--- src/hw/rtl/amb_pkg.sv ---
// ----------------------------------------------------------------------------
// amb_pkg
// Shared types and constants of the adjacency multilist builder: field
// widths, status and command codes, the command word and queue status.
// ----------------------------------------------------------------------------
package amb_pkg;

   localparam int NODE_W = 6;
   localparam int EDGE_W = 7;
   localparam int STAT_W = 3;

   localparam logic [NODE_W-1:0] NODE_COUNT_RST = 6'd63;

   // result status codes
   localparam logic [STAT_W-1:0] ST_ADDED     = 3'd0;
   localparam logic [STAT_W-1:0] ST_FULL      = 3'd1;
   localparam logic [STAT_W-1:0] ST_BAD_NODE  = 3'd2;
   localparam logic [STAT_W-1:0] ST_SELF_LOOP = 3'd3;
   localparam logic [STAT_W-1:0] ST_DUMP      = 3'd4;
   localparam logic [STAT_W-1:0] ST_EMPTY     = 3'd5;

   // request codes on the input channel
   localparam logic REQ_ADD  = 1'b0;
   localparam logic REQ_DUMP = 1'b1;

   // command kinds passed from front to back
   localparam int KIND_W = 2;
   localparam logic [KIND_W-1:0] CMD_ADD    = 2'd0;
   localparam logic [KIND_W-1:0] CMD_DUMP   = 2'd1;
   localparam logic [KIND_W-1:0] CMD_REJECT = 2'd2;

   // command queue between front and back
   localparam int QDEPTH = 2;
   localparam int QPTR_W = $clog2(QDEPTH);
   localparam int QCNT_W = $clog2(QDEPTH + 1);

   typedef struct packed {
      logic [KIND_W-1:0] kind;
      logic [STAT_W-1:0] status;
      logic [NODE_W-1:0] node_a;
      logic [NODE_W-1:0] node_b;
   } cmd_type;

   typedef struct packed {
      logic              full;
      logic              empty;
      logic [QCNT_W-1:0] count;
   } qstat_type;

endpackage

--- src/hw/rtl/amb_ifs.sv ---
// ----------------------------------------------------------------------------
// amb request and response channels
// Valid/ready channels of the adjacency multilist builder with their payload.
// ----------------------------------------------------------------------------
interface amb_req_if;
   logic                      valid;
   logic                      ready;
   logic                      req_type;
   logic [amb_pkg::NODE_W-1:0] node_a;
   logic [amb_pkg::NODE_W-1:0] node_b;

   modport source (output valid, req_type, node_a, node_b, input ready);
   modport sink   (input valid, req_type, node_a, node_b, output ready);
endinterface

interface amb_rsp_if;
   logic                      valid;
   logic                      ready;
   logic [amb_pkg::STAT_W-1:0] status;
   logic [amb_pkg::EDGE_W-1:0] edge_id;
   logic [amb_pkg::NODE_W-1:0] end_u;
   logic [amb_pkg::NODE_W-1:0] end_v;
   logic [amb_pkg::EDGE_W-1:0] link_u;
   logic [amb_pkg::EDGE_W-1:0] link_v;
   logic                      last;

   modport source (output valid, status, edge_id, end_u, end_v, link_u, link_v, last,
                   input ready);
   modport sink   (input valid, status, edge_id, end_u, end_v, link_u, link_v, last,
                   output ready);
endinterface

--- src/hw/rtl/amb_front.sv ---
// ----------------------------------------------------------------------------
// amb_front
// Accepts request beats, holds the node count register and classifies each
// request into an add, a dump or an immediate reject.
// ----------------------------------------------------------------------------
module amb_front #(
   parameter int MAX_NODES = 64
) (
   input  logic                       clock,
   input  logic                       reset,
   input  logic                       csr_we,
   input  logic [amb_pkg::NODE_W-1:0] csr_wdata,
   amb_req_if.sink                    req,
   input  amb_pkg::qstat_type         q_stat,
   output logic                       q_push,
   output amb_pkg::cmd_type           q_cmd
);

   localparam logic [amb_pkg::NODE_W:0] NODE_LIM = (amb_pkg::NODE_W + 1)'(MAX_NODES);

   logic [amb_pkg::NODE_W-1:0] node_count_ff;
   logic [amb_pkg::NODE_W-1:0] node_count_in;
   logic                       a_ok;
   logic                       b_ok;

   always_comb begin
      node_count_in = csr_we ? csr_wdata : node_count_ff;
   end

   always_ff @(posedge clock) begin
      if (reset) begin
         node_count_ff <= amb_pkg::NODE_COUNT_RST;
      end else begin
         node_count_ff <= node_count_in;
      end
   end

   assign a_ok = (req.node_a != '0) && (req.node_a <= node_count_ff) &&
                 ({1'b0, req.node_a} < NODE_LIM);
   assign b_ok = (req.node_b != '0) && (req.node_b <= node_count_ff) &&
                 ({1'b0, req.node_b} < NODE_LIM);

   // no beat is taken while reset is held
   assign req.ready = !reset && !q_stat.full;
   assign q_push    = req.valid && !reset && !q_stat.full;

   always_comb begin
      q_cmd.node_a = req.node_a;
      q_cmd.node_b = req.node_b;
      q_cmd.status = amb_pkg::ST_ADDED;
      q_cmd.kind   = amb_pkg::CMD_ADD;
      if (req.req_type == amb_pkg::REQ_DUMP) begin
         q_cmd.kind = amb_pkg::CMD_DUMP;
      end else if (!a_ok || !b_ok) begin
         q_cmd.kind   = amb_pkg::CMD_REJECT;
         q_cmd.status = amb_pkg::ST_BAD_NODE;
      end else if (req.node_a == req.node_b) begin
         q_cmd.kind   = amb_pkg::CMD_REJECT;
         q_cmd.status = amb_pkg::ST_SELF_LOOP;
      end
   end

endmodule

--- src/hw/rtl/amb_queue.sv ---
// ----------------------------------------------------------------------------
// amb_queue
// Short command queue that decouples the front from the back.
// ----------------------------------------------------------------------------
module amb_queue (
   input  logic                 clock,
   input  logic                 reset,
   input  logic                 push,
   input  amb_pkg::cmd_type     push_cmd,
   input  logic                 pop,
   output amb_pkg::cmd_type     head_cmd,
   output amb_pkg::qstat_type   stat
);

   amb_pkg::cmd_type                 entry_ff [amb_pkg::QDEPTH];
   logic [amb_pkg::QPTR_W-1:0]       wr_ptr_ff;
   logic [amb_pkg::QPTR_W-1:0]       wr_ptr_in;
   logic [amb_pkg::QPTR_W-1:0]       rd_ptr_ff;
   logic [amb_pkg::QPTR_W-1:0]       rd_ptr_in;
   logic [amb_pkg::QCNT_W-1:0]       count_ff;
   logic [amb_pkg::QCNT_W-1:0]       count_in;

   always_comb begin
      wr_ptr_in = push ? wr_ptr_ff + 1'b1 : wr_ptr_ff;
      rd_ptr_in = pop ? rd_ptr_ff + 1'b1 : rd_ptr_ff;
      count_in  = count_ff;
      if (push && !pop) begin
         count_in = count_ff + 1'b1;
      end else if (pop && !push) begin
         count_in = count_ff - 1'b1;
      end
   end

   always_ff @(posedge clock) begin
      if (reset) begin
         wr_ptr_ff <= '0;
         rd_ptr_ff <= '0;
         count_ff  <= '0;
      end else begin
         wr_ptr_ff <= wr_ptr_in;
         rd_ptr_ff <= rd_ptr_in;
         count_ff  <= count_in;
      end
   end

   always_ff @(posedge clock) begin
      if (push) begin
         entry_ff[wr_ptr_ff] <= push_cmd;
      end
   end

   assign head_cmd   = entry_ff[rd_ptr_ff];
   assign stat.count = count_ff;
   assign stat.full  = (count_ff == amb_pkg::QCNT_W'(amb_pkg::QDEPTH));
   assign stat.empty = (count_ff == '0);

endmodule

--- src/hw/rtl/amb_back.sv ---
// ----------------------------------------------------------------------------
// amb_back
// Executes queued commands against the edge store and the per-node tail
// table, and drives the registered response channel.
// ----------------------------------------------------------------------------
module amb_back #(
   parameter int MAX_EDGES = 64,
   parameter int MAX_NODES = 64
) (
   input  logic                 clock,
   input  logic                 reset,
   input  amb_pkg::cmd_type     head_cmd,
   input  amb_pkg::qstat_type   q_stat,
   output logic                 q_pop,
   amb_rsp_if.source            rsp
);

   localparam int EIW = $clog2(MAX_EDGES + 1);
   localparam int NIW = $clog2(MAX_NODES);
   localparam int NW  = amb_pkg::NODE_W;
   localparam logic [EIW-1:0] EDGE_LIM = EIW'(MAX_EDGES);

   localparam logic [2:0] S_IDLE     = 3'd0;
   localparam logic [2:0] S_HOOK_A   = 3'd1;
   localparam logic [2:0] S_HOOK_B   = 3'd2;
   localparam logic [2:0] S_DUMP_RD  = 3'd3;
   localparam logic [2:0] S_DUMP_OUT = 3'd4;

   // edge store split by field so a link can be patched without a read
   logic [2*NW-1:0] ends_mem [0:MAX_EDGES];
   logic [EIW-1:0]  nxu_mem  [0:MAX_EDGES];
   logic [EIW-1:0]  nxv_mem  [0:MAX_EDGES];
   // tail entry: top bit set when the node is the second end of that edge
   logic [EIW:0]    tail_mem [0:MAX_NODES-1];

   logic [MAX_NODES-1:0] tail_vld_ff;
   logic [MAX_NODES-1:0] tail_vld_in;

   logic [2:0]      state_ff;
   logic [2:0]      state_in;
   logic [EIW-1:0]  edges_used_ff;
   logic [EIW-1:0]  edges_used_in;
   logic [EIW-1:0]  idx_ff;
   logic [EIW-1:0]  idx_in;
   logic [NW-1:0]   lat_a_ff;
   logic [NW-1:0]   lat_a_in;
   logic [NW-1:0]   lat_b_ff;
   logic [NW-1:0]   lat_b_in;

   logic [EIW:0]    tail_a_ff;
   logic [EIW:0]    tail_b_ff;
   logic            tail_a_vld_ff;
   logic            tail_b_vld_ff;
   logic [2*NW-1:0] rd_ends_ff;
   logic [EIW-1:0]  rd_nxu_ff;
   logic [EIW-1:0]  rd_nxv_ff;

   logic                       rsp_valid_ff;
   logic                       rsp_valid_in;
   logic [amb_pkg::STAT_W-1:0] rsp_status_ff;
   logic [amb_pkg::STAT_W-1:0] rsp_status_in;
   logic [EIW-1:0]             rsp_id_ff;
   logic [EIW-1:0]             rsp_id_in;
   logic [NW-1:0]              rsp_eu_ff;
   logic [NW-1:0]              rsp_eu_in;
   logic [NW-1:0]              rsp_ev_ff;
   logic [NW-1:0]              rsp_ev_in;
   logic [EIW-1:0]             rsp_lu_ff;
   logic [EIW-1:0]             rsp_lu_in;
   logic [EIW-1:0]             rsp_lv_ff;
   logic [EIW-1:0]             rsp_lv_in;
   logic                       rsp_last_ff;
   logic                       rsp_last_in;
   logic                       load;

   logic            out_free;
   logic [EIW-1:0]  new_id;
   logic            ends_we;
   logic            ends_re;
   logic            nxu_we;
   logic [EIW-1:0]  nxu_waddr;
   logic [EIW-1:0]  nxu_wdata;
   logic            nxv_we;
   logic [EIW-1:0]  nxv_waddr;
   logic [EIW-1:0]  nxv_wdata;
   logic            tail_re;
   logic            tail_we;
   logic [NIW-1:0]  tail_waddr;
   logic [EIW:0]    tail_wdata;

   assign out_free = !rsp_valid_ff || rsp.ready;
   assign new_id   = edges_used_ff + EIW'(1);

   always_comb begin
      state_in      = state_ff;
      edges_used_in = edges_used_ff;
      idx_in        = idx_ff;
      lat_a_in      = lat_a_ff;
      lat_b_in      = lat_b_ff;
      tail_vld_in   = tail_vld_ff;
      q_pop         = 1'b0;
      load          = 1'b0;
      rsp_status_in = rsp_status_ff;
      rsp_id_in     = '0;
      rsp_eu_in     = '0;
      rsp_ev_in     = '0;
      rsp_lu_in     = '0;
      rsp_lv_in     = '0;
      rsp_last_in   = 1'b1;
      ends_we       = 1'b0;
      ends_re       = 1'b0;
      nxu_we        = 1'b0;
      nxu_waddr     = new_id;
      nxu_wdata     = '0;
      nxv_we        = 1'b0;
      nxv_waddr     = new_id;
      nxv_wdata     = '0;
      tail_re       = 1'b0;
      tail_we       = 1'b0;
      tail_waddr    = lat_a_ff[NIW-1:0];
      tail_wdata    = {1'b0, new_id};

      unique case (state_ff)
         S_IDLE: begin
            if (!q_stat.empty && out_free) begin
               q_pop = 1'b1;
               unique case (head_cmd.kind)
                  amb_pkg::CMD_REJECT: begin
                     load          = 1'b1;
                     rsp_status_in = head_cmd.status;
                  end
                  amb_pkg::CMD_ADD: begin
                     if (edges_used_ff == EDGE_LIM) begin
                        load          = 1'b1;
                        rsp_status_in = amb_pkg::ST_FULL;
                     end else begin
                        // new entry starts with both links at end of list
                        ends_we  = 1'b1;
                        nxu_we   = 1'b1;
                        nxv_we   = 1'b1;
                        tail_re  = 1'b1;
                        lat_a_in = head_cmd.node_a;
                        lat_b_in = head_cmd.node_b;
                        state_in = S_HOOK_A;
                     end
                  end
                  amb_pkg::CMD_DUMP: begin
                     if (edges_used_ff == '0) begin
                        load          = 1'b1;
                        rsp_status_in = amb_pkg::ST_EMPTY;
                     end else begin
                        idx_in   = EIW'(1);
                        state_in = S_DUMP_RD;
                     end
                  end
                  default: begin
                     load          = 1'b1;
                     rsp_status_in = head_cmd.status;
                  end
               endcase
            end
         end
         S_HOOK_A: begin
            if (tail_a_vld_ff) begin
               if (tail_a_ff[EIW]) begin
                  nxv_we    = 1'b1;
                  nxv_waddr = tail_a_ff[EIW-1:0];
                  nxv_wdata = new_id;
               end else begin
                  nxu_we    = 1'b1;
                  nxu_waddr = tail_a_ff[EIW-1:0];
                  nxu_wdata = new_id;
               end
            end
            tail_we                        = 1'b1;
            tail_waddr                     = lat_a_ff[NIW-1:0];
            tail_wdata                     = {1'b0, new_id};
            tail_vld_in[lat_a_ff[NIW-1:0]] = 1'b1;
            state_in                       = S_HOOK_B;
         end
         S_HOOK_B: begin
            if (out_free) begin
               if (tail_b_vld_ff) begin
                  if (tail_b_ff[EIW]) begin
                     nxv_we    = 1'b1;
                     nxv_waddr = tail_b_ff[EIW-1:0];
                     nxv_wdata = new_id;
                  end else begin
                     nxu_we    = 1'b1;
                     nxu_waddr = tail_b_ff[EIW-1:0];
                     nxu_wdata = new_id;
                  end
               end
               tail_we                        = 1'b1;
               tail_waddr                     = lat_b_ff[NIW-1:0];
               tail_wdata                     = {1'b1, new_id};
               tail_vld_in[lat_b_ff[NIW-1:0]] = 1'b1;
               edges_used_in                  = new_id;
               load                           = 1'b1;
               rsp_status_in                  = amb_pkg::ST_ADDED;
               rsp_id_in                      = new_id;
               state_in                       = S_IDLE;
            end
         end
         S_DUMP_RD: begin
            ends_re  = 1'b1;
            state_in = S_DUMP_OUT;
         end
         S_DUMP_OUT: begin
            if (out_free) begin
               load          = 1'b1;
               rsp_status_in = amb_pkg::ST_DUMP;
               rsp_id_in     = idx_ff;
               rsp_eu_in     = rd_ends_ff[2*NW-1:NW];
               rsp_ev_in     = rd_ends_ff[NW-1:0];
               rsp_lu_in     = rd_nxu_ff;
               rsp_lv_in     = rd_nxv_ff;
               rsp_last_in   = (idx_ff == edges_used_ff);
               if (idx_ff == edges_used_ff) begin
                  state_in = S_IDLE;
               end else begin
                  idx_in   = idx_ff + EIW'(1);
                  state_in = S_DUMP_RD;
               end
            end
         end
         default: begin
            state_in = S_IDLE;
         end
      endcase

      rsp_valid_in = load ? 1'b1 : (rsp.ready ? 1'b0 : rsp_valid_ff);
   end

   always_ff @(posedge clock) begin
      if (reset) begin
         state_ff      <= S_IDLE;
         edges_used_ff <= '0;
         tail_vld_ff   <= '0;
         rsp_valid_ff  <= 1'b0;
      end else begin
         state_ff      <= state_in;
         edges_used_ff <= edges_used_in;
         tail_vld_ff   <= tail_vld_in;
         rsp_valid_ff  <= rsp_valid_in;
      end
   end

   always_ff @(posedge clock) begin
      idx_ff   <= idx_in;
      lat_a_ff <= lat_a_in;
      lat_b_ff <= lat_b_in;
      if (load) begin
         rsp_status_ff <= rsp_status_in;
         rsp_id_ff     <= rsp_id_in;
         rsp_eu_ff     <= rsp_eu_in;
         rsp_ev_ff     <= rsp_ev_in;
         rsp_lu_ff     <= rsp_lu_in;
         rsp_lv_ff     <= rsp_lv_in;
         rsp_last_ff   <= rsp_last_in;
      end
   end

   // edge store
   always_ff @(posedge clock) begin
      if (ends_we) begin
         ends_mem[new_id] <= {head_cmd.node_a, head_cmd.node_b};
      end
      if (ends_re) begin
         rd_ends_ff <= ends_mem[idx_ff];
      end
   end

   always_ff @(posedge clock) begin
      if (nxu_we) begin
         nxu_mem[nxu_waddr] <= nxu_wdata;
      end
      if (ends_re) begin
         rd_nxu_ff <= nxu_mem[idx_ff];
      end
   end

   always_ff @(posedge clock) begin
      if (nxv_we) begin
         nxv_mem[nxv_waddr] <= nxv_wdata;
      end
      if (ends_re) begin
         rd_nxv_ff <= nxv_mem[idx_ff];
      end
   end

   // tail table, two read ports for both endpoints
   always_ff @(posedge clock) begin
      if (tail_we) begin
         tail_mem[tail_waddr] <= tail_wdata;
      end
      if (tail_re) begin
         tail_a_ff     <= tail_mem[head_cmd.node_a[NIW-1:0]];
         tail_b_ff     <= tail_mem[head_cmd.node_b[NIW-1:0]];
         tail_a_vld_ff <= tail_vld_ff[head_cmd.node_a[NIW-1:0]];
         tail_b_vld_ff <= tail_vld_ff[head_cmd.node_b[NIW-1:0]];
      end
   end

   assign rsp.valid   = rsp_valid_ff;
   assign rsp.status  = rsp_status_ff;
   assign rsp.edge_id = amb_pkg::EDGE_W'(rsp_id_ff);
   assign rsp.end_u   = rsp_eu_ff;
   assign rsp.end_v   = rsp_ev_ff;
   assign rsp.link_u  = amb_pkg::EDGE_W'(rsp_lu_ff);
   assign rsp.link_v  = amb_pkg::EDGE_W'(rsp_lv_ff);
   assign rsp.last    = rsp_last_ff;

endmodule

--- src/hw/rtl/adjacency_multilist_builder.sv ---
// ----------------------------------------------------------------------------
// adjacency_multilist_builder
// Builds an undirected graph's adjacency multilist one edge at a time and
// dumps the stored edges in index order on request.
//
//   channel   dir  handshake      payload
//   req_ch    in   valid/ready    req_type, node_a, node_b
//   rsp_ch    out  valid/ready    status, edge_id, end_u, end_v, link_u, link_v, last
//   csr       in   csr_we         csr_wdata (node count)
//
// A reject, full-table or empty-dump request is answered straight from idle in the back end.
// An accepted add does the tail lookup, then one link patch for each
// endpoint, since each link store has a single write port.
// A dump handles each edge in turn: a registered read, then the result beat.
// Reset clears the tail valid flags and the edge count at once; no clearing pass.
// The front keeps taking requests into a 2-entry queue, until it is full, while the back waits on rsp.
// ----------------------------------------------------------------------------
module adjacency_multilist_builder #(
   parameter int MAX_EDGES = 64,
   parameter int MAX_NODES = 64
) (
   input  logic                       clock,
   input  logic                       reset,
   input  logic                       csr_we,
   input  logic [amb_pkg::NODE_W-1:0] csr_wdata,
   amb_req_if.sink                    req_ch,
   amb_rsp_if.source                  rsp_ch
);

   amb_pkg::cmd_type   push_cmd;
   amb_pkg::cmd_type   head_cmd;
   amb_pkg::qstat_type q_stat;
   logic               q_push;
   logic               q_pop;

   amb_front #(
      .MAX_NODES (MAX_NODES)
   ) u_front (
      .clock     (clock),
      .reset     (reset),
      .csr_we    (csr_we),
      .csr_wdata (csr_wdata),
      .req       (req_ch),
      .q_stat    (q_stat),
      .q_push    (q_push),
      .q_cmd     (push_cmd)
   );

   amb_queue u_queue (
      .clock    (clock),
      .reset    (reset),
      .push     (q_push),
      .push_cmd (push_cmd),
      .pop      (q_pop),
      .head_cmd (head_cmd),
      .stat     (q_stat)
   );

   amb_back #(
      .MAX_EDGES (MAX_EDGES),
      .MAX_NODES (MAX_NODES)
   ) u_back (
      .clock    (clock),
      .reset    (reset),
      .head_cmd (head_cmd),
      .q_stat   (q_stat),
      .q_pop    (q_pop),
      .rsp      (rsp_ch)
   );

   // queue occupancy stays within its depth
   a_queue_bound: assert property (@(posedge clock) disable iff (reset)
      q_stat.count <= amb_pkg::QCNT_W'(amb_pkg::QDEPTH))
      else $error("command queue over depth");

   // a push with no pop grows the queue by exactly one
   a_queue_grow: assert property (@(posedge clock) disable iff (reset)
      (q_push && !q_pop) |=> (q_stat.count == $past(q_stat.count) + 1'b1))
      else $error("command queue count slip");

   // every beat other than a dump entry closes its request
   a_single_last: assert property (@(posedge clock) disable iff (reset)
      (rsp_ch.valid && rsp_ch.status != amb_pkg::ST_DUMP) |-> rsp_ch.last)
      else $error("single-result beat without last");

   // a dump continues with the next edge index until its last beat
   a_dump_order: assert property (@(posedge clock) disable iff (reset)
      (rsp_ch.valid && rsp_ch.ready && rsp_ch.status == amb_pkg::ST_DUMP && !rsp_ch.last)
      |=> (!rsp_ch.valid || (rsp_ch.status == amb_pkg::ST_DUMP &&
                             rsp_ch.edge_id == $past(rsp_ch.edge_id) + 1'b1)))
      else $error("dump beats out of order");

endmodule
--- src/flat_wrapper.sv ---
// flat-port wrapper written by rule: the top's interface ports become plain ports
module adjacency_multilist_builder_flat 
#(
   parameter int MAX_EDGES = 64,
   parameter int MAX_NODES = 64
)
  (clock, reset, csr_we, csr_wdata, req_ch_valid, req_ch_req_type, req_ch_node_a, req_ch_node_b, req_ch_ready, rsp_ch_valid, rsp_ch_status, rsp_ch_edge_id, rsp_ch_end_u, rsp_ch_end_v, rsp_ch_link_u, rsp_ch_link_v, rsp_ch_last, rsp_ch_ready);
  amb_req_if req_ch_i ();
  amb_rsp_if rsp_ch_i ();
  input  logic clock;
  input  logic reset;
  input  logic csr_we;
  input  logic [amb_pkg::NODE_W-1:0] csr_wdata;
  input wire logic [$bits(req_ch_i.valid)-1:0] req_ch_valid;
  input wire logic [$bits(req_ch_i.req_type)-1:0] req_ch_req_type;
  input wire logic [$bits(req_ch_i.node_a)-1:0] req_ch_node_a;
  input wire logic [$bits(req_ch_i.node_b)-1:0] req_ch_node_b;
  output wire logic [$bits(req_ch_i.ready)-1:0] req_ch_ready;
  output wire logic [$bits(rsp_ch_i.valid)-1:0] rsp_ch_valid;
  output wire logic [$bits(rsp_ch_i.status)-1:0] rsp_ch_status;
  output wire logic [$bits(rsp_ch_i.edge_id)-1:0] rsp_ch_edge_id;
  output wire logic [$bits(rsp_ch_i.end_u)-1:0] rsp_ch_end_u;
  output wire logic [$bits(rsp_ch_i.end_v)-1:0] rsp_ch_end_v;
  output wire logic [$bits(rsp_ch_i.link_u)-1:0] rsp_ch_link_u;
  output wire logic [$bits(rsp_ch_i.link_v)-1:0] rsp_ch_link_v;
  output wire logic [$bits(rsp_ch_i.last)-1:0] rsp_ch_last;
  input wire logic [$bits(rsp_ch_i.ready)-1:0] rsp_ch_ready;
  assign req_ch_i.valid = req_ch_valid;
  assign req_ch_i.req_type = req_ch_req_type;
  assign req_ch_i.node_a = req_ch_node_a;
  assign req_ch_i.node_b = req_ch_node_b;
  assign req_ch_ready = req_ch_i.ready;
  assign rsp_ch_valid = rsp_ch_i.valid;
  assign rsp_ch_status = rsp_ch_i.status;
  assign rsp_ch_edge_id = rsp_ch_i.edge_id;
  assign rsp_ch_end_u = rsp_ch_i.end_u;
  assign rsp_ch_end_v = rsp_ch_i.end_v;
  assign rsp_ch_link_u = rsp_ch_i.link_u;
  assign rsp_ch_link_v = rsp_ch_i.link_v;
  assign rsp_ch_last = rsp_ch_i.last;
  assign rsp_ch_i.ready = rsp_ch_ready;
  adjacency_multilist_builder #(.MAX_EDGES(MAX_EDGES), .MAX_NODES(MAX_NODES)) u_core (.clock(clock), .reset(reset), .csr_we(csr_we), .csr_wdata(csr_wdata), .req_ch(req_ch_i), .rsp_ch(rsp_ch_i));
endmodule
--- config.mk ---
export PLATFORM = sky130hd
export DESIGN_NAME = adjacency_multilist_builder_flat
export DESIGN_NICKNAME = d
export VERILOG_FILES = /design/src/hw/rtl/amb_pkg.sv /design/src/hw/rtl/amb_ifs.sv /design/src/hw/rtl/amb_front.sv /design/src/hw/rtl/amb_queue.sv /design/src/hw/rtl/amb_back.sv /design/src/hw/rtl/adjacency_multilist_builder.sv /design/src/flat_wrapper.sv
export SDC_FILE = /design/constraint.sdc
export NUM_CORES = 2
export LEC_CHECK = 0
export ABC_AREA = 1
export BUFFER_PORTS_ARGS = -buffer_cell sky130_fd_sc_hd__clkbuf_2
export CAP_MARGIN = 30
export CORE_ASPECT_RATIO = 1.2
export CORE_UTILIZATION = 30
export CTS_CLUSTER_DIAMETER = 80
export DETAILED_ROUTE_END_ITERATION = 12
export HOLD_SLACK_MARGIN = 0.03
export REMOVE_ABC_BUFFERS = 1
export SLEW_MARGIN = 20
export SYNTH_ARGS = -nofsm -noshare
export SYNTH_HDL_FRONTEND = slang
export SYNTH_SLANG_ARGS = --single-unit
export TNS_END_PERCENT = 100
--- constraint.sdc ---
create_clock -name clock -period 7.8 [get_ports clock]
set_input_delay 0.78 -clock clock [delete_from_list [all_inputs] [get_ports clock]]
set_output_delay 0.78 -clock clock [all_outputs]
set_load 0.1 [all_outputs]
# --- Word level (Yosys, flattened, before mapping) ---
# Memories as Yosys holds them, arrays and structs flattened. A register that Yosys moved wholly into a read port is not among the register bits.
# Cells that the tools add are included.
# Widths: inputs -> output; s select.
op_classes:
  n_addsub: 6
  magnitude_cmp: 8
  n_eq_ne: 20
  muxes: 107
  bitwise: 3
  n_reduce_logical: 39
op_table:
  columns: ["op", "count"]
  rows:
  - ["$mux 7", 27]
  - ["$or 64x64->64", 2]
  - ["$pmux 64 s2", 1]
  - ["$pmux 7 s2", 6]
  - ["$mux 64", 1]
  - ["$mux 1", 39]
  - ["$mux 3", 10]
  - ["$lt 6x7->1 const B", 4]
  - ["$mux 8", 2]
  - ["$pmux 3 s5", 1]
  - ["$add 7x1->7 const B", 2]
  - ["$bmux 1 s6", 2]
  - ["$demux 1 s6", 2]
  - ["$ge 6x1->1 const B", 2]
  - ["$le 6x6->1", 2]
  - ["$mux 6", 2]
  - ["$ne 3x3->1 const B", 4]
  - ["$pmux 3 s2", 2]
  - ["$reduce_and 6->1", 2]
  - ["$reduce_bool 6->1", 2]
  - ["$logic_and 1x1->1", 10]
  - ["$mux 5", 2]
  - ["$ne 2x2->1 const B", 5]
  - ["$pmux 3 s3", 1]
  - ["28 further kinds", 50]
totals:
  ff_bits: 143
  ram_bits: 2236
  input_bits: 24
  mem_count: 5
mem_list:
  columns: ["memory", "words", "word_bits", "read_ports", "rd_clocked_by_memory_dff", "wr", "line", "text"]
  rows:
  - ["u_core.u_back.ends_mem", 65, 12, 1, 1, 1, "amb_back.sv:30", "logic [2*NW-1:0] ends_mem [0:MAX_EDGES];"]
  - ["u_core.u_back.tail_mem", 64, 8, 2, 2, 1, "amb_back.sv:34", "logic [EIW:0] tail_mem [0:MAX_NODES-1];"]
  - ["u_core.u_back.nxu_mem", 65, 7, 1, 1, 1, "amb_back.sv:31", "logic [EIW-1:0] nxu_mem [0:MAX_EDGES];"]
  - ["u_core.u_back.nxv_mem", 65, 7, 1, 1, 1, "amb_back.sv:32", "logic [EIW-1:0] nxv_mem [0:MAX_EDGES];"]
  - ["u_core.u_queue.entry_ff", 2, 17, 1, 1, 1, "amb_queue.sv:15", "amb_pkg::cmd_type entry_ff [amb_pkg::QDEPTH];"]

# --- Logic depth before layout (Yosys ltp) ---
logic_depth:
  word_depth: 8
  depth_mapped: 16
  depth_no_buf: 13

# --- By module ---
# From an unflattened synthesis, not the netlist that was laid out.
unflattened:
  hier_cells: 11116
  area_unflattened_um2: 108794.3
modules_own_cells:
  columns: ["module", "n_inst", "cells_per_inst", "area_each_um2", "seq_area_each_um2"]
  rows:
  - ["amb_back", 1, 10907, 106503.4, 70627.7]
  - ["amb_queue", 1, 86, 1507.7, 1121.1]
  - ["amb_front", 1, 123, 783.3, 120.1]

# --- Least setup slack after synthesis ---
# OpenSTA, ideal clock, no wires.
synth_path:
  path_kind: "flip-flop to flip-flop"
  from: "register u_core.u_back.edges_used_ff[0]"
  to: "memory u_core.u_back.nxv_mem[0][1] (netlist name) (data pin)"
  setup_ns: 0.688
  t_arrival_ns: 5.367
  t_required_ns: 7.112
  path_slack_ns: 1.745
  stages_incl_launch_ff: 7
  cell_sequence: "dfxtp_1 -> clkbuf_1 -> inv_1 -> ha_1 -> inv_1 -> clkbuf_1 -> nor3_1"
synth_via:
  elab_chain_cells: 5
synth_lines:
  columns: ["item", "line", "text"]
  rows:
  - ["start: declaration", "amb_back.sv:41", "logic [EIW-1:0] edges_used_ff;"]
  - ["start signal: assignment", "amb_back.sv:243", "edges_used_ff <= edges_used_in;"]
  - ["$add 7x1->7 (*)", "amb_back.sv:92", "assign new_id = edges_used_ff + EIW'(1);"]
  - ["net u_core.u_back.new_id[1]", "amb_back.sv:77", "logic [EIW-1:0] new_id;"]
  - ["$mux 7", "amb_back.sv:184", "if (tail_b_ff[EIW]) begin"]
  - ["$mux 7", "amb_back.sv:183", "if (tail_b_vld_ff) begin"]
  - ["$mux 7", "amb_back.sv:182", "if (out_free) begin"]
  - ["$pmux 7 s2 (*)", "amb_back.sv:123", "unique case (state_ff)"]
  - ["net u_core.u_back.nxv_wdata[1]", "amb_back.sv:85", "logic [EIW-1:0] nxv_wdata;"]
  - ["end: declaration", "amb_back.sv:32", null]
# The timed path passes the listed nets; every way through them passes the cells marked *.

# --- Worst setup path after layout ---
layout_path:
  from: "register u_core.u_back.edges_used_ff[0]"
  to: "memory u_core.u_back.ends_mem[13][5] (netlist name), enable pin"
layout_rtl:
  columns: ["item", "line"]
  rows:
  - ["$add 7x1->7", "amb_back.sv:92"]
  - ["net u_core.u_back.new_id[6]", "amb_back.sv:77"]
  - ["end: declaration", "amb_back.sv:30"]
# The timed path passes the listed nets, and every way through them passes these cells.

==> flow_metrics.tcl <==
set metrics [dict create \
    vdd_ir_drop_max_v 0.000250 \
    numCtsBuffers 242 \
    busiest_layer "met2" \
    grt_use_met2_pct 28.4 \
    grt_use_met1_pct 21.7 \
    fin_util_pct 33.9 \
    cp_data_required_time_ns 8.43 \
    min_period_ns 4.73 \
    setup_viol 0 \
    worst_path_max_delay_cell "dfxtp_1" \
    hold_class "input pin to register" \
    cts-root-buf "clkbuf_16" \
    status "finished clean" \
    crit_buf_inv 4 \
    r2r_end "u_core.u_back.ends_mem[13][5]$_DFFE_PP_" \
    layout.area.seq_sq_um 71700 \
    dr.pass1.iters 8 \
    multi_input_area_sq_um 30900 \
    areaGrowthSynthToFinish_pct 12.2 \
    dieWidth_um 558 \
    clockBufferDepth 4 \
    rows 244 \
    grt_pass1_wl_mm 488 \
    stdcell_count 16800 \
    placed_area_sq_um 117000 \
    cts.repair.resized 0 \
    post_cts_buffers 0 \
    netlist_top_cells_count "nand2_1, edfxtp_1, nand3_1" \
    finalCritPeriodShare_pct 60.6 \
    critPathArrivalTime_ns 5.36 \
    yosysTopAreaCell "edfxtp_1" \
    critPathKind "register to register" \
    yosysWarningCount 0 \
    fill_cells 37200 \
    die_height_um 669 \
    vias_per_cell 4.82 \
    synth_top_area_share_pct 62.9 \
    route.detailed.wl_per_inst_um 19.5 \
    pin_count 63 \
    stdcell_area_sq_um 125000 \
    hold_viol 0 \
    cts.htree.levels 4 \
    p_total_mw 34.0 \
    ys_seq_area_share_pct 64.4 \
    grt_antenna_before_repair 6 \
    post_synth_num_cell_types 38 \
    cts_tree "built" \
    ys_top_cells_by_area "edfxtp_1, nand2_1, nand3_1" \
    dpl.hpwl_mm 190 \
    vias 81100 \
    power.leakage_nw 51.2 \
    fin_hold_ws_ns 0.101 \
    reg2reg_depth 11 \
    grt_usage_pct 17.1 \
    drt-initial-drc-count 8983 \
    synthFlopType "edfxtp_1" \
    grt_max_degree 205 \
    crit_path_max_fanout 36 \
    grt_use_met3_pct 2.61 \
    coreArea_sq_um 369000 \
    place_congestion 0.885 \
    grt-ovfl-total 0 \
    power_density_nw_per_um2 272 \
    synth_edf_count 2332 \
    maxSlewViolCount 0 \
    cpPeakStageDelay_ns 0.70 \
    crit_family "simple AND/OR/NAND/NOR gates" \
    whs_endpoint "u_core.u_front.node_count_ff[2]$_SDFFE_PP1P_" \
    tightest_slew_ns 1.20 \
    grt_pass1_vias 77700 \
    crit_chain "ha_1, nand2_1, inv_1, nand4_1, nand2_1, inv_2, buf_4, nor2_1, nand3_1, nor2_1, buf_4" \
    clkLatencyLatePin_ns 0.92 \
    hp-start "csr_wdata[2]" \
    synth_area_sq_um 111000 \
    synth.most_common_cell "nand2_1" \
    min_path_cells 3 \
    synth-async-reset-ratio_pct 0 \
    drive_gt1_share_pct 6.13 \
    avgSynthCellArea_sq_um 9.40 \
    fmax_mhz 211 \
    finClkSkew_ns 0.100 \
    start_kind "register" \
    routed_wirelength_mm 329 \
    ant_nets 0 \
    route.detailed.drc 0 \
    crit_path_end_kind "register" \
    dieArea_sq_um 374000 \
    cts_sinks 2418 \
    start_util_pct 30.2 \
    hold_buffers 0 \
    r2r-start "u_core.u_back.edges_used_ff[0]$_SDFFE_PP0P_" \
    rsz0062_at_grt "no" \
    cap_violations 0 \
    r2r_slack_ns 3.07 \
    ys_ff_latch 2418 \
    fin_nets 11800 \
    path_clk_slew_ns 0.07 \
    dp.cells 16400 \
    portBuffers 62 \
    slew_headroom_pct 20.0 \
    syn_inst 11800 \
]
==> layout make-up <==
type	count	area share, %
diodes	4	0.00801
clock buffers	289	5.04
clock inverters	144	1.12
inverters	1653	5.01
multi-input cells	7152	24.7
flip-flops and latches	2418	57.4
well taps	4920	4.93
repair buffers	260	1.76
==> power breakdown <==
group,internal (mW),total [mW],switching (mW)
registers,14.8,15.0,0.159
logic,1.60,7.55,5.95
clock network,6.55,11.5,4.94
==> state kept, by name (all words and copies together) (netlist names), 8 cells and up, named ones only <==
register	cells
u_core.u_back.ends_mem	780
u_core.u_back.tail_mem	512
u_core.u_back.nxu_mem	455
u_core.u_back.nxv_mem	455
u_core.u_back.tail_vld_ff	64
u_core.u_queue.entry_ff	30
u_core.u_back.rd_ends_ff	12
u_core.u_back.tail_a_ff	8
u_core.u_back.tail_b_ff	8
==> cell usage in the layout (no fill, tap or decap), types with 6 or more instances in the layout <==
| cell type | netlist | final |
|---|---|---|
| nand2_2 | 20 | 16 |
| inv_1 | 1625 | 1620 |
| nand2_1 | 3581 | 3573 |
| inv_2 | 27 | 17 |
| or2_2 | 23 | 23 |
| edfxtp_1 | 2332 | 2332 |
| clkbuf_2 | 0 | 61 |
| o211ai_1 | 16 | 16 |
| nand3_1 | 2082 | 2081 |
| clkinvlp_4 | 0 | 8 |
| a21oi_1 | 141 | 141 |
| xor2_1 | 10 | 10 |
| nor2_2 | 8 | 8 |
| nor3_2 | 0 | 15 |
| clkbuf_1 | 290 | 43 |
| clkbuf_16 | 0 | 244 |
| dfxtp_1 | 86 | 86 |
| bufinv_16 | 0 | 25 |
| buf_12 | 0 | 27 |
| o21ai_0 | 248 | 248 |
| ha_1 | 16 | 15 |
| clkinv_4 | 0 | 6 |
| o21ai_1 | 8 | 8 |
| o22ai_1 | 28 | 28 |
| clkinv_1 | 0 | 48 |
| clkinv_2 | 0 | 53 |
| buf_4 | 43 | 166 |
| nand4_1 | 10 | 10 |
| inv_6 | 0 | 7 |
| nor2_1 | 906 | 903 |
| nor3_1 | 26 | 11 |
| nand2_4 | 0 | 10 |
==> routing by layer <==
| layer | share of wire [%] | up-vias | wire [um] |
|---|---|---|---|
| met2 | 47 | 3496 | 155000 |
| met3 | 7.8 | 788 | 25700 |
| met1 | 40 | 38500 | 131000 |
| met5 | 0 | - | 0 |
| met4 | 5.1 | 0 | 16800 |
| li1 | - | 38400 | - |
==> cell families after synthesis <==
family	after synthesis	share of synthesized area (%)
fa+ha+maj	16	0.180
simple gates	6668	25.1
buf+inv	2277	8.04
compound gates	455	2.17
xor+xnor	13	0.102
flops	2418	64.4
==> stage by stage <==
step	worst slack [ns]	TNS [ns]
2_1_floorplan	-33.91	-1098.58
3_5_place_dp	3.01	0
4_1_cts	3.06	0
6_report	3.07	0
5_1_grt	2.77	0
3_3_place_gp	2.88	0
==> worst max path at each step <==
stage	cells after the start	to	from	slack, ns
final	11	u_core.u_back.ends_mem[13][5]$_DFFE_PP_	u_core.u_back.edges_used_ff[0]$_SDFFE_PP0P_	3.07
after global routing	11	u_core.u_back.ends_mem[13][5]$_DFFE_PP_	u_core.u_back.edges_used_ff[0]$_SDFFE_PP0P_	2.77
after CTS	10	u_core.u_back.ends_mem[30][3]$_DFFE_PP_	u_core.u_back.edges_used_ff[0]$_SDFFE_PP0P_	3.06
after detailed placement	10	u_core.u_back.ends_mem[30][3]$_DFFE_PP_	u_core.u_back.edges_used_ff[0]$_SDFFE_PP0P_	3.01
after global placement	10	u_core.u_back.ends_mem[25][10]$_DFFE_PP_	u_core.u_back.edges_used_ff[0]$_SDFFE_PP0P_	2.88
after floorplan	10	u_core.u_back.rd_ends_ff[0]$_DFFE_PP_	u_core.u_back.idx_ff[0]$_SDFFCE_PN1P_	-33.91
==> worst register-to-register path: cells and delay by family (launching register included) <==
kind	cells	cell delay [ns]
DFF	1	0.70
adders and majority gates	1	0.28
buffers and inverters	4	1.19
and+or+nand+nor	6	2.29
Power figures use the tool's default switching activity.
